==> src/affine_warp_coordinate_generator_unit_assert.svh <==
// Assertion macros for the files that check their own logic.
`ifndef AFFINE_WARP_COORDINATE_GENERATOR_UNIT_ASSERT_SVH
`define AFFINE_WARP_COORDINATE_GENERATOR_UNIT_ASSERT_SVH

`ifndef SYNTH
`define AWCG_ASSERT_SAME(label, clk, rst, ante, cons) \
  label: assert property (@(posedge clk) disable iff (rst) (ante) |-> (cons)) \
    else $error("awcg check failed");
`define AWCG_ASSERT_NEXT(label, clk, rst, ante, cons) \
  label: assert property (@(posedge clk) disable iff (rst) (ante) |=> (cons)) \
    else $error("awcg check failed");
`else
`define AWCG_ASSERT_SAME(label, clk, rst, ante, cons)
`define AWCG_ASSERT_NEXT(label, clk, rst, ante, cons)
`endif

`endif

==> src/awcg_pkg.sv <==
package awcg_pkg;

  localparam int COEF_W   = 32;
  localparam int COORD_W  = 12;
  localparam int SOURCE_W = 16;
  localparam int WIDX_W   = 10;
  localparam int CFG_IDX_W = 3;
  localparam int NSTAGE   = 5;

  localparam logic signed [COEF_W-1:0] UNIT_COEF = 32'sd65536;

  typedef enum logic [CFG_IDX_W-1:0] {
    REG_COEF_XX  = 3'd0,
    REG_COEF_XY  = 3'd1,
    REG_OFFSET_X = 3'd2,
    REG_COEF_YX  = 3'd3,
    REG_COEF_YY  = 3'd4,
    REG_OFFSET_Y = 3'd5
  } reg_index_t;

  typedef struct packed {
    logic signed [COEF_W-1:0] coef_xx;
    logic signed [COEF_W-1:0] coef_xy;
    logic signed [COEF_W-1:0] offset_x;
    logic signed [COEF_W-1:0] coef_yx;
    logic signed [COEF_W-1:0] coef_yy;
    logic signed [COEF_W-1:0] offset_y;
  } matrix_t;

  typedef struct packed {
    logic [NSTAGE:1] load;
    logic [NSTAGE:1] valid;
  } stage_ctrl_t;

endpackage

==> src/awcg_in_if.sv <==
interface awcg_in_if;
  logic                         valid;
  logic                         ready;
  logic [awcg_pkg::COORD_W-1:0] dest_col;
  logic [awcg_pkg::COORD_W-1:0] dest_row;

  modport source (output valid, dest_col, dest_row, input ready);
  modport sink (input valid, dest_col, dest_row, output ready);
endinterface

==> src/awcg_out_if.sv <==
interface awcg_out_if;
  logic                                 valid;
  logic                                 ready;
  logic signed [awcg_pkg::SOURCE_W-1:0] source_col;
  logic signed [awcg_pkg::SOURCE_W-1:0] source_row;
  logic [awcg_pkg::WIDX_W-1:0]          weight_index;

  modport source (output valid, source_col, source_row, weight_index, input ready);
  modport sink (input valid, source_col, source_row, weight_index, output ready);
endinterface

==> src/awcg_cfg_if.sv <==
interface awcg_cfg_if;
  logic                           valid;
  logic                           ready;
  logic [awcg_pkg::CFG_IDX_W-1:0] index;
  logic [awcg_pkg::COEF_W-1:0]    data;

  modport source (output valid, index, data, input ready);
  modport sink (input valid, index, data, output ready);
endinterface

==> src/awcg_regs.sv <==
module awcg_regs (
  input  logic              clk,
  input  logic              rst,
  awcg_cfg_if.sink          cfg,
  output awcg_pkg::matrix_t matrix
);

  assign cfg.ready = 1'b1;

  // Writes to an index past the last register are dropped.
  always_ff @(posedge clk) begin
    if (rst) begin
      matrix.coef_xx  <= awcg_pkg::UNIT_COEF;
      matrix.coef_xy  <= '0;
      matrix.offset_x <= '0;
      matrix.coef_yx  <= '0;
      matrix.coef_yy  <= awcg_pkg::UNIT_COEF;
      matrix.offset_y <= '0;
    end else if (cfg.valid) begin
      unique case (awcg_pkg::reg_index_t'(cfg.index))
        awcg_pkg::REG_COEF_XX:  matrix.coef_xx  <= cfg.data;
        awcg_pkg::REG_COEF_XY:  matrix.coef_xy  <= cfg.data;
        awcg_pkg::REG_OFFSET_X: matrix.offset_x <= cfg.data;
        awcg_pkg::REG_COEF_YX:  matrix.coef_yx  <= cfg.data;
        awcg_pkg::REG_COEF_YY:  matrix.coef_yy  <= cfg.data;
        awcg_pkg::REG_OFFSET_Y: matrix.offset_y <= cfg.data;
        default: ;
      endcase
    end
  end

endmodule

==> src/awcg_pipe_ctrl.sv <==
module awcg_pipe_ctrl (
  input  logic                  clk,
  input  logic                  rst,
  input  logic                  in_valid,
  input  logic                  out_ready,
  output logic                  in_ready,
  output logic                  out_valid,
  output awcg_pkg::stage_ctrl_t ctrl
);

  localparam int N = awcg_pkg::NSTAGE;

  logic [N:1]   valid;
  logic [N+1:1] load;

  // A stage takes new data when it is empty or its contents move on.
  always_comb begin
    load[N+1] = out_ready;
    for (int k = N; k >= 1; k--) begin
      load[k] = !valid[k] || load[k+1];
    end
  end

  always_ff @(posedge clk) begin
    if (rst) begin
      valid <= '0;
    end else begin
      if (load[1]) begin
        valid[1] <= in_valid;
      end
      for (int k = 2; k <= N; k++) begin
        if (load[k]) begin
          valid[k] <= valid[k-1];
        end
      end
    end
  end

  assign ctrl.load  = load[N:1];
  assign ctrl.valid = valid;
  assign in_ready   = load[1];
  assign out_valid  = valid[N];

endmodule

==> src/awcg_axis.sv <==
module awcg_axis #(
  parameter int FRAC_BITS = 5,
  parameter int COEF_FRAC = 16
) (
  input  logic                                 clk,
  input  awcg_pkg::stage_ctrl_t                ctrl,
  input  logic signed [awcg_pkg::COEF_W-1:0]   coef_col,
  input  logic signed [awcg_pkg::COEF_W-1:0]   coef_row,
  input  logic signed [awcg_pkg::COEF_W-1:0]   offset,
  input  logic [awcg_pkg::COORD_W-1:0]         col,
  input  logic [awcg_pkg::COORD_W-1:0]         row,
  output logic signed [awcg_pkg::SOURCE_W-1:0] whole,
  output logic [FRAC_BITS-1:0]                 frac
);

  localparam int PW    = awcg_pkg::COEF_W + awcg_pkg::COORD_W + 1;
  localparam int TWO_F = 2 * FRAC_BITS;
  localparam int RW    = PW + 2 + TWO_F;
  localparam logic signed [RW-1:0] RND  = RW'(1) <<< (COEF_FRAC - 1);
  localparam logic signed [RW-1:0] HALF = RW'(1) <<< (FRAC_BITS - 1);

  logic signed [PW-1:0] prod_col, prod_row;
  logic signed [RW-1:0] ext_col, ext_row, rnd_col, rnd_row;
  logic signed [RW-1:0] term_col, term_row, grid_sum, grid, corner;

  // Stage 2: the two products.
  always_ff @(posedge clk) begin
    if (ctrl.load[2]) begin
      prod_col <= coef_col * signed'({1'b0, col});
      prod_row <= coef_row * signed'({1'b0, row});
    end
  end

  // Stage 3: each term is rescaled to 2*FRAC_BITS fraction bits and rounded half up on its own.
  assign ext_col = RW'(prod_col);
  assign ext_row = RW'(prod_row) + RW'(offset);
  assign rnd_col = (ext_col <<< TWO_F) + RND;
  assign rnd_row = (ext_row <<< TWO_F) + RND;

  always_ff @(posedge clk) begin
    if (ctrl.load[3]) begin
      term_col <= rnd_col >>> COEF_FRAC;
      term_row <= rnd_row >>> COEF_FRAC;
    end
  end

  // Stage 4: grid coordinate in 1/2^FRAC_BITS pixel steps.
  assign grid_sum = term_col + term_row + HALF;

  always_ff @(posedge clk) begin
    if (ctrl.load[4]) begin
      grid <= grid_sum >>> FRAC_BITS;
    end
  end

  assign corner = grid >>> FRAC_BITS;
  assign whole  = corner[awcg_pkg::SOURCE_W-1:0];
  assign frac   = grid[FRAC_BITS-1:0];

endmodule

==> src/affine_warp_coordinate_generator_unit.sv <==
// Affine warp coordinate generator. Each destination pixel request on dest
// is mapped through the 2x3 Q16 matrix in the six configuration registers
// and yields one result: the top-left integer source pixel (wrapped to 16
// bits) and the bilinear weight index, fractional row times 2^FRAC_BITS
// plus fractional column. The block takes one request per clock while
// result does not stall. Each request passes through five register stages
// (input capture, which loads at the accepting edge, the four 32x13
// products, per-term rounding, grid sum, output register) before its
// result is offered. A stall on result holds the pipeline without losing
// or repeating a request.
// Write the registers only while no request is in flight.
`include "affine_warp_coordinate_generator_unit_assert.svh"

module affine_warp_coordinate_generator_unit #(
  parameter int FRAC_BITS = 5,
  parameter int COEF_FRAC = 16
) (
  input logic        clk,
  input logic        rst,
  awcg_in_if.sink    dest,
  awcg_out_if.source result,
  awcg_cfg_if.sink   cfg
);

  awcg_pkg::matrix_t                   matrix;
  awcg_pkg::stage_ctrl_t               ctrl;
  logic [awcg_pkg::COORD_W-1:0]        col, row;
  logic signed [awcg_pkg::SOURCE_W-1:0] whole_x, whole_y;
  logic [FRAC_BITS-1:0]                frac_x, frac_y;
  logic [2*FRAC_BITS-1:0]              index_full;

  awcg_regs u_regs (
    .clk    (clk),
    .rst    (rst),
    .cfg    (cfg),
    .matrix (matrix)
  );

  awcg_pipe_ctrl u_ctrl (
    .clk       (clk),
    .rst       (rst),
    .in_valid  (dest.valid),
    .out_ready (result.ready),
    .in_ready  (dest.ready),
    .out_valid (result.valid),
    .ctrl      (ctrl)
  );

  always_ff @(posedge clk) begin
    if (ctrl.load[1]) begin
      col <= dest.dest_col;
      row <= dest.dest_row;
    end
  end

  awcg_axis #(
    .FRAC_BITS (FRAC_BITS),
    .COEF_FRAC (COEF_FRAC)
  ) u_axis_x (
    .clk      (clk),
    .ctrl     (ctrl),
    .coef_col (matrix.coef_xx),
    .coef_row (matrix.coef_xy),
    .offset   (matrix.offset_x),
    .col      (col),
    .row      (row),
    .whole    (whole_x),
    .frac     (frac_x)
  );

  awcg_axis #(
    .FRAC_BITS (FRAC_BITS),
    .COEF_FRAC (COEF_FRAC)
  ) u_axis_y (
    .clk      (clk),
    .ctrl     (ctrl),
    .coef_col (matrix.coef_yx),
    .coef_row (matrix.coef_yy),
    .offset   (matrix.offset_y),
    .col      (col),
    .row      (row),
    .whole    (whole_y),
    .frac     (frac_y)
  );

  assign index_full = {frac_y, frac_x};

  always_ff @(posedge clk) begin
    if (ctrl.load[awcg_pkg::NSTAGE]) begin
      result.source_col   <= whole_x;
      result.source_row   <= whole_y;
      result.weight_index <= awcg_pkg::WIDX_W'(index_full);
    end
  end

  // An accepting consumer leaves every stage free to move.
  `AWCG_ASSERT_SAME(a_ready_chain, clk, rst, result.ready, dest.ready)
  // A request in the capture stage reaches the product stage when that stage loads.
  `AWCG_ASSERT_NEXT(a_stage_move, clk, rst, ctrl.valid[1] && ctrl.load[2], ctrl.valid[2])
  // No result is offered in the cycle after reset.
  `AWCG_ASSERT_SAME(a_reset_empty, clk, rst, $fell(rst), !result.valid)

endmodule
==> src/flat_wrapper.sv <==
// flat-port wrapper written by rule: the top's interface ports become plain ports
module affine_warp_coordinate_generator_unit_flat 
#(
  parameter int FRAC_BITS = 5,
  parameter int COEF_FRAC = 16
)
  (clk, rst, dest_valid, dest_dest_col, dest_dest_row, dest_ready, result_valid, result_source_col, result_source_row, result_weight_index, result_ready, cfg_valid, cfg_index, cfg_data, cfg_ready);
  awcg_in_if dest_i ();
  awcg_out_if result_i ();
  awcg_cfg_if cfg_i ();
  input logic clk;
  input logic rst;
  input wire logic [$bits(dest_i.valid)-1:0] dest_valid;
  input wire logic [$bits(dest_i.dest_col)-1:0] dest_dest_col;
  input wire logic [$bits(dest_i.dest_row)-1:0] dest_dest_row;
  output wire logic [$bits(dest_i.ready)-1:0] dest_ready;
  output wire logic [$bits(result_i.valid)-1:0] result_valid;
  output wire logic [$bits(result_i.source_col)-1:0] result_source_col;
  output wire logic [$bits(result_i.source_row)-1:0] result_source_row;
  output wire logic [$bits(result_i.weight_index)-1:0] result_weight_index;
  input wire logic [$bits(result_i.ready)-1:0] result_ready;
  input wire logic [$bits(cfg_i.valid)-1:0] cfg_valid;
  input wire logic [$bits(cfg_i.index)-1:0] cfg_index;
  input wire logic [$bits(cfg_i.data)-1:0] cfg_data;
  output wire logic [$bits(cfg_i.ready)-1:0] cfg_ready;
  assign dest_i.valid = dest_valid;
  assign dest_i.dest_col = dest_dest_col;
  assign dest_i.dest_row = dest_dest_row;
  assign dest_ready = dest_i.ready;
  assign result_valid = result_i.valid;
  assign result_source_col = result_i.source_col;
  assign result_source_row = result_i.source_row;
  assign result_weight_index = result_i.weight_index;
  assign result_i.ready = result_ready;
  assign cfg_i.valid = cfg_valid;
  assign cfg_i.index = cfg_index;
  assign cfg_i.data = cfg_data;
  assign cfg_ready = cfg_i.ready;
  affine_warp_coordinate_generator_unit #(.FRAC_BITS(FRAC_BITS), .COEF_FRAC(COEF_FRAC)) u_core (.clk(clk), .rst(rst), .dest(dest_i), .result(result_i), .cfg(cfg_i));
endmodule
==> config.mk <==
export PLATFORM = sky130hd
export DESIGN_NAME = affine_warp_coordinate_generator_unit_flat
export DESIGN_NICKNAME = d
export VERILOG_FILES = /design/src/awcg_pkg.sv /design/src/awcg_in_if.sv /design/src/awcg_out_if.sv /design/src/awcg_cfg_if.sv /design/src/awcg_regs.sv /design/src/awcg_pipe_ctrl.sv /design/src/awcg_axis.sv /design/src/affine_warp_coordinate_generator_unit.sv /design/src/flat_wrapper.sv
export VERILOG_INCLUDE_DIRS = /design/src /design/src/src
export SDC_FILE = /design/constraint.sdc
export NUM_CORES = 2
export LEC_CHECK = 0
export BUFFER_PORTS_ARGS = -buffer_cell sky130_fd_sc_hd__buf_4
export CAP_MARGIN = 30
export CORE_AREA = 2 2 349 351
export CTS_BUF_LIST = sky130_fd_sc_hd__clkbuf_8 sky130_fd_sc_hd__clkbuf_16
export DETAILED_ROUTE_END_ITERATION = 10
export DIE_AREA = 0 0 351 353
export HOLD_SLACK_MARGIN = 0.12
export PLACE_DENSITY = 0.71
export RECOVER_POWER = 50
export SLEW_MARGIN = 20
export SYNTH_ARGS = -nofsm -noshare
export SYNTH_HDL_FRONTEND = slang
export SYNTH_HIERARCHICAL = 1
export SYNTH_SLANG_ARGS = --single-unit
==> constraint.sdc <==
create_clock -name clk -period 6.1 [get_ports clk]
set_clock_uncertainty 0.05 [all_clocks]
set_input_delay 1.22 -clock clk [delete_from_list [all_inputs] [get_ports clk]]
set_output_delay 1.22 -clock clk [all_outputs]
set_load 0.03 [all_outputs]
# Word level (Yosys, flattened, before mapping)
# Index checks and enable logic that the tools add are counted.
word_totals:
  ff_bits: 537
  latch_bits: 0
  ram_bits: 0
  romBits: 0
  word_cells: 62
  mem_count: 0
op_classes:
  addsub: 10
  n_mul: 4
  div_mod_pow: 0
  magnitude_cmp: 0
  eq_ne: 5
  shift: 0
  mux: 0
  bitwise_logic: 0
  reduce_logical: 17
ops:
  columns: ["op", "n"]
  rows:
  - ["adder 42 x 17 -> 42 bit, second input constant", 4]
  - ["multiplier 32 x 13 -> 32 bit", 4]
  - ["adder 32 bit", 2]
  - ["adder 26 bit", 2]
  - ["adder 26 x 6 -> 26 bit, second input constant", 2]
  - ["AND reduction 2 bit", 6]
  - ["equality test 3 x 2 -> 1 bit, second input constant", 2]
  - ["equality test 3 bit, second input constant", 2]
  - ["zero test 1 bit", 5]
  - ["logical OR 1 bit", 5]
  - ["equality test 3 x 1 -> 1 bit, second input constant", 1]
  - ["zero test 3 bit", 1]

# Depth between registers and ports, before layout
depth:
  depth_word: 6
  depth_mapped: 25
  ltp_nobuf: 23

# Modules after synthesis
# The synthesis kept the hierarchy.
modules_own_cells:
  columns: ["module", "instances", "cells_each", "area_each_um2", "seq_area_each_um2"]
  rows:
  - ["awcg_axis at u_core.u_axis_y", 1, 2925, 26892.0, 3963.8]
  - ["awcg_axis at u_core.u_axis_x", 1, 2918, 26847.0, 3963.8]
  - ["awcg_regs", 1, 668, 7474.7, 3843.7]
  - ["affine_warp_coordinate_generator_unit", 1, 66, 1981.9, 1981.9]
  - ["awcg_pipe_ctrl", 1, 24, 226.5, 100.1]

# Least setup slack after synthesis
# OpenSTA, ideal clock, no wires.
synth_path:
  kind: "register to register"
  startpoint: "reg u_core/col[1] (netlist bit)"
  endpoint: "reg u_core.u_axis_x.prod_col[31] (data pin)"
  t_arrival_ps: 6077
  path_slack_ps: -289
  stages_incl_launch_ff: 25
  path_buffers: 2
  period_less_slack_ps: 6389
  cell_sequence: "edfxtp_1 -> clkbuf_1 -> clkbuf_1 -> and2_1 -> fa_1 -> inv_1 -> fa_1 -> inv_1 -> fa_1 -> fa_1 -> inv_1 -> fa_1 -> inv_1 -> ha_1 -> a21o_1 -> a21o_1 -> a21o_1 -> or3_1 -> o311ai_0 -> a211oi_1 -> nor2b_1 -> o21bai_1 -> a211o_1 -> o31ai_1 -> xnor2_1"
synth_via:
  elab_chain_len: 1
synth_lines:
  columns: ["element", "line_no", "text"]
  rows:
  - ["from (decl)", "affine_warp_coordinate_generator_unit.sv:27", "logic [awcg_pkg::COORD_W-1:0] col, row;"]
  - ["from (signal assigned)", "affine_warp_coordinate_generator_unit.sv:51", "col <= dest.dest_col;"]
  - ["multiplier 32 x 13 -> 32 bit", "awcg_axis.sv:29", "prod_col <= coef_col * signed'({1'b0, col});"]
  - ["to (signal assigned)", "awcg_axis.sv:29", null]
  - ["to (decl)", "awcg_axis.sv:22", "logic signed [PW-1:0] prod_col, prod_row;"]
# No other way between the ends.
# A chain may end at the register's enable or synchronous reset.

# Final worst setup path
layout_path:
  startpoint: "reg u_core/row[0] (netlist bit)"
  endpoint: "reg u_core.u_axis_y.prod_row[31] (data pin)"
layout_via:
  elab_chain_len: 1
layout_lines:
  columns: ["element", "line_no", "text"]
  rows:
  - ["from (decl)", "affine_warp_coordinate_generator_unit.sv:27", null]
  - ["from (signal assigned)", "affine_warp_coordinate_generator_unit.sv:52", "row <= dest.dest_row;"]
  - ["multiplier 32 x 13 -> 32 bit", "awcg_axis.sv:30", "prod_row <= coef_row * signed'({1'b0, row});"]
  - ["to (signal assigned)", "awcg_axis.sv:30", null]
  - ["to (decl)", "awcg_axis.sv:22", null]
# No other way between the ends.

==> load_flow_metrics.sql <==
INSERT INTO impl_metrics (metric_group, metric, value, unit) VALUES
('clock_network', 'cts_inserted_buffers', '59', ''),
('clock_network', 'htreeDepth', '2', ''),
('sta', 'setup_viol', '2', ''),
('placed_design', 'place_congestion', '0.9275', ''),
('grt', 'grt_pass1_vias', '47242', ''),
('layout', 'layout.core_utilization', '0.5920', ''),
('sta', 'period_minus_slack', '6.214', 'ns'),
('sta', 'fmax', '160.9', 'MHz'),
('sta', 'slew_headroom', '-0.9867', ''),
('sta', 'final_max_slew_viol_count', '462', ''),
('layout', 'final_nets', '8318', ''),
('synthesis', 'number_of_synthesis_warnings', '6', ''),
('layout', 'layout-drive-gt1-share', '0.1166', ''),
('die', 'rows', '128', ''),
('job', 'cap_violations', '9', ''),
('route', 'drt_iter0_drc', '3053', ''),
('route', 'route.vias.total', '45408', ''),
('setup_path', 'start_kind', 'register', ''),
('clock_network', 'root_buffer', 'clkbuf_16', ''),
('grt', 'grt_use_total', '0.2632', ''),
('die', 'dieHeight', '353', 'um'),
('setup_path', 'setup.worst_path.end_class', 'register', ''),
('clock_network', 'worst_skew_pair_latency', '0.68', 'ns'),
('sta', 'setup_total_negative_slack', '-0.1609', 'ns'),
('placed_design', 'place.detailed.hpwl', '125800', 'um'),
('clock_network', 'clock-sinks', '527', ''),
('setup_path', 'r2r_start', 'u_core/row[0]$_DFFE_PP_', ''),
('setup_path', 'path_class', 'register to register', ''),
('hold_path', 'min_path_type', 'register to register', ''),
('layout', 'filler_cell_count', '10066', ''),
('route', 'detail_route.drc_violations', '0', ''),
('sta', 'post-route-worst-setup-slack', '-0.1143', 'ns'),
('synthesis', 'synth_area_per_cell', '9.608', 'um^2'),
('route', 'wl_per_cell', '18.94', 'um'),
('sta', 'hold_violations', '0', ''),
('power_and_ir_drop', 'design_power_total', '12.74', 'mW'),
('clock_network', 'tritoncts_clock_tree', 'yes', ''),
('setup_path', 'timing.critical_path.required', '6.48', 'ns'),
('sta', 'worst-slew-pin-transition', '2.980', 'ns'),
('synthesis', 'mappedNetlistNets', '8054', ''),
('setup_path', 'critPathArrivalTime', '6.59', 'ns'),
('setup_path', 'worstRegToRegCells', '18', ''),
('setup_path', 'critical_path.max_fanout', '16', ''),
('power_and_ir_drop', 'power-per-cell-area', '178.4', 'mW/mm^2'),
('die', 'core', '0.1206', 'mm^2'),
('clock_network', 'path_clk_slew', '0.06', 'ns'),
('grt', 'grt_pass1_wl', '255200', 'um'),
('outcome', 'violations', 'capacitance limit, slew limit, setup timing', ''),
('sta', 'min_period_over_period', '1.019', ''),
('die', 'fp.dieArea', '0.1239', 'mm^2'),
('route', 'drt-vias-per-instance', '5.317', ''),
('synthesis', 'postSynthCellCount', '6600', ''),
('layout', 'area_growth_from_synthesis_to_layout', '12.59', '%'),
('route', 'drt-pass1-iter-count', '5', ''),
('die', 'start_util', '0.5258', ''),
('route', 'route.antenna.remaining_nets', '0', ''),
('setup_path', 'r2r_slack', '-0.11', 'ns'),
('sta', 'rsz0062_at_grt', 'yes', ''),
('route', 'detail_route.wirelength', '161700', 'um'),
('setup_path', 'reg2reg_to', 'u_core/u_axis_y/prod_row[31]$_DFFE_PP_', ''),
('die', 'design.portCount', '109', ''),
('power_and_ir_drop', 'leakagePower', '34.83', 'nW'),
('grt', 'antenna_violations_before_repair', '6', ''),
('outcome', 'status', 'finished, violations left', ''),
('synthesis', 'mappedNetlistArea', '0.06341', 'mm^2'),
('sta', 'worst_hold_slack', '0.3628', 'ns'),
('grt', 'grt_overflow_total', '0', ''),
('power_and_ir_drop', 'power.ir.vdd_worst', '275.9', 'uV'),
('grt', 'grt_start_max_net_pins', '73', ''),
('die', 'fp.dieW', '351', 'um'),
('setup_path', 'worstSetupStartpoint', 'u_core/row[0]$_DFFE_PP_', ''),
('placed_design', 'buffer_ports.inserted', '107', ''),
('clock_network', 'buffer_levels_on_the_longest_clock_path', '3', ''),
('setup_path', 'worst_setup_path_endpoint', 'u_core/u_axis_y/prod_row[31]$_DFFE_PP_', '');
==> power breakdown <==
part           switching, mW  internal, mW  leakage (nW)
Clock                   1.63          2.11          1.01
Sequential             0.353          4.62          5.35
Combinational           2.38          1.65          28.5
Total                   4.36          8.38          34.8
==> flip-flops by register name, summed over array words and instances (netlist names) <==
name and cells:
u_core/u_regs/matrix 192, u_core/u_axis_x/prod_row 32, u_core/u_axis_y/prod_row 32, u_core/u_axis_x/prod_col 27, u_core/u_axis_y/prod_col 27, u_core/u_axis_x/term_col 26
u_core/u_axis_x/term_row 26, u_core/u_axis_y/term_col 26, u_core/u_axis_y/term_row 26, u_core/u_axis_x/grid 21, u_core/u_axis_y/grid 21, u_core/result.source_col 16
u_core/result.source_row 16, u_core/col 12, u_core/row 12, u_core/result.weight_index 10, u_core/u_ctrl/valid 5
==> routing by layer <==
metal | track usage | vias to the layer above | share of wire
met1 | 0.3574 | 22773 | 0.43
met3 | 0.04398 | 339 | 0.069
met2 | 0.4200 | 1381 | 0.46
met4 | 0.1070 | 6 | 0.046
met5 | 0 | - | 0.00028
li1 | - | 20909 | -
==> worst min-delay path by stage <==
stage / startpoint / depth (start not counted) / endpoint
3_5_place_dp: u_core/u_axis_x/grid[17]$_DFFE_PP_ / 0 / u_core/result.source_col[12]$_DFFE_PP_
5_1_grt: u_core/u_axis_y/grid[1]$_DFFE_PP_ / 0 / u_core/result.weight_index[6]$_DFFE_PP_
2_1_floorplan: u_core/u_axis_x/grid[5]$_DFFE_PP_ / 0 / u_core/result.source_col[0]$_DFFE_PP_
4_1_cts: u_core/u_axis_y/grid[1]$_DFFE_PP_ / 0 / u_core/result.weight_index[6]$_DFFE_PP_
6_report: u_core/u_axis_x/grid[19]$_DFFE_PP_ / 0 / u_core/result.source_col[14]$_DFFE_PP_
3_3_place_gp: u_core/u_axis_y/grid[16]$_DFFE_PP_ / 0 / u_core/result.source_row[11]$_DFFE_PP_
==> per-stage QoR <==
step | cells | setup slack [ns] | instance area [um^2]
floorplan | 6600 | -0.03159 | 63450
global placement | 8374 | -0.1062 | 67910
detailed placement | 8377 | -0.1765 | 67950
CTS | 8492 | -0.1264 | 70130
global route | 8538 | -0.2966 | 71390
finish | 8540 | -0.1143 | 71400
==> repair_timing <==
action,in CTS,in global routing
pin swaps,15,177
hold buffers,0,0
gates resized for setup,35,230
setup buffers,5,36
setup endpoints to repair,12,34
gates cloned,1,7
==> cells in the final DEF (no fill, tap or decap), types with 11 or more instances in the layout <==
cell type / instances
buf_12: 23
dfxtp_1: 190
edfxtp_1: 330
o21ai_1: 13
fa_1: 946
xor2_1: 96
buf_4: 388
and2_4: 28
mux2i_1: 195
nand3_1: 63
a31oi_1: 11
clkbuf_4: 20
o21ai_0: 52
xnor2_1: 258
nor3_1: 42
and3_1: 38
o21a_1: 34
o21bai_1: 17
a21o_1: 77
clkbuf_1: 14
a21oi_2: 25
nand2b_1: 236
ha_1: 403
nor2_1: 136
and2_1: 567
nand2_1: 791
a21oi_1: 121
inv_1: 1253
buf_6: 33
clkbuf_16: 67
ha_4: 29
or3_1: 17
nor4_1: 18
nor2b_1: 28
nand4_1: 22
inv_2: 35
==> critical path: stages, from the launching register on <==
cell and delay, ns:
edfxtp_1 0.74, buf_12 0.24, clkbuf_1 0.62, buf_4 0.30, nand2_1 0.10, fa_1 0.55
inv_1 0.06, fa_1 0.50, fa_1 0.55, inv_1 0.05, fa_1 0.59, inv_1 0.08
ha_1 0.33, a21o_1 0.23, a2111o_1 0.36, a311oi_2 0.27, o21bai_1 0.13, a21oi_2 0.15
xnor2_1 0.08
==> final cells by class <==
class,instances,area [um^2],area share
well taps,1625,2033,0.02848
flip-flops and latches,527,13860,0.1942
inverters,1284,4821,0.06752
diodes,2,5.005,0.00007010
clock buffers,65,1593,0.02231
multi-input cells,4501,44510,0.6234
clock inverters,45,412.9,0.005783
repair buffers,491,4163,0.05830
Note: power is estimated with default switching activity, not from simulation.
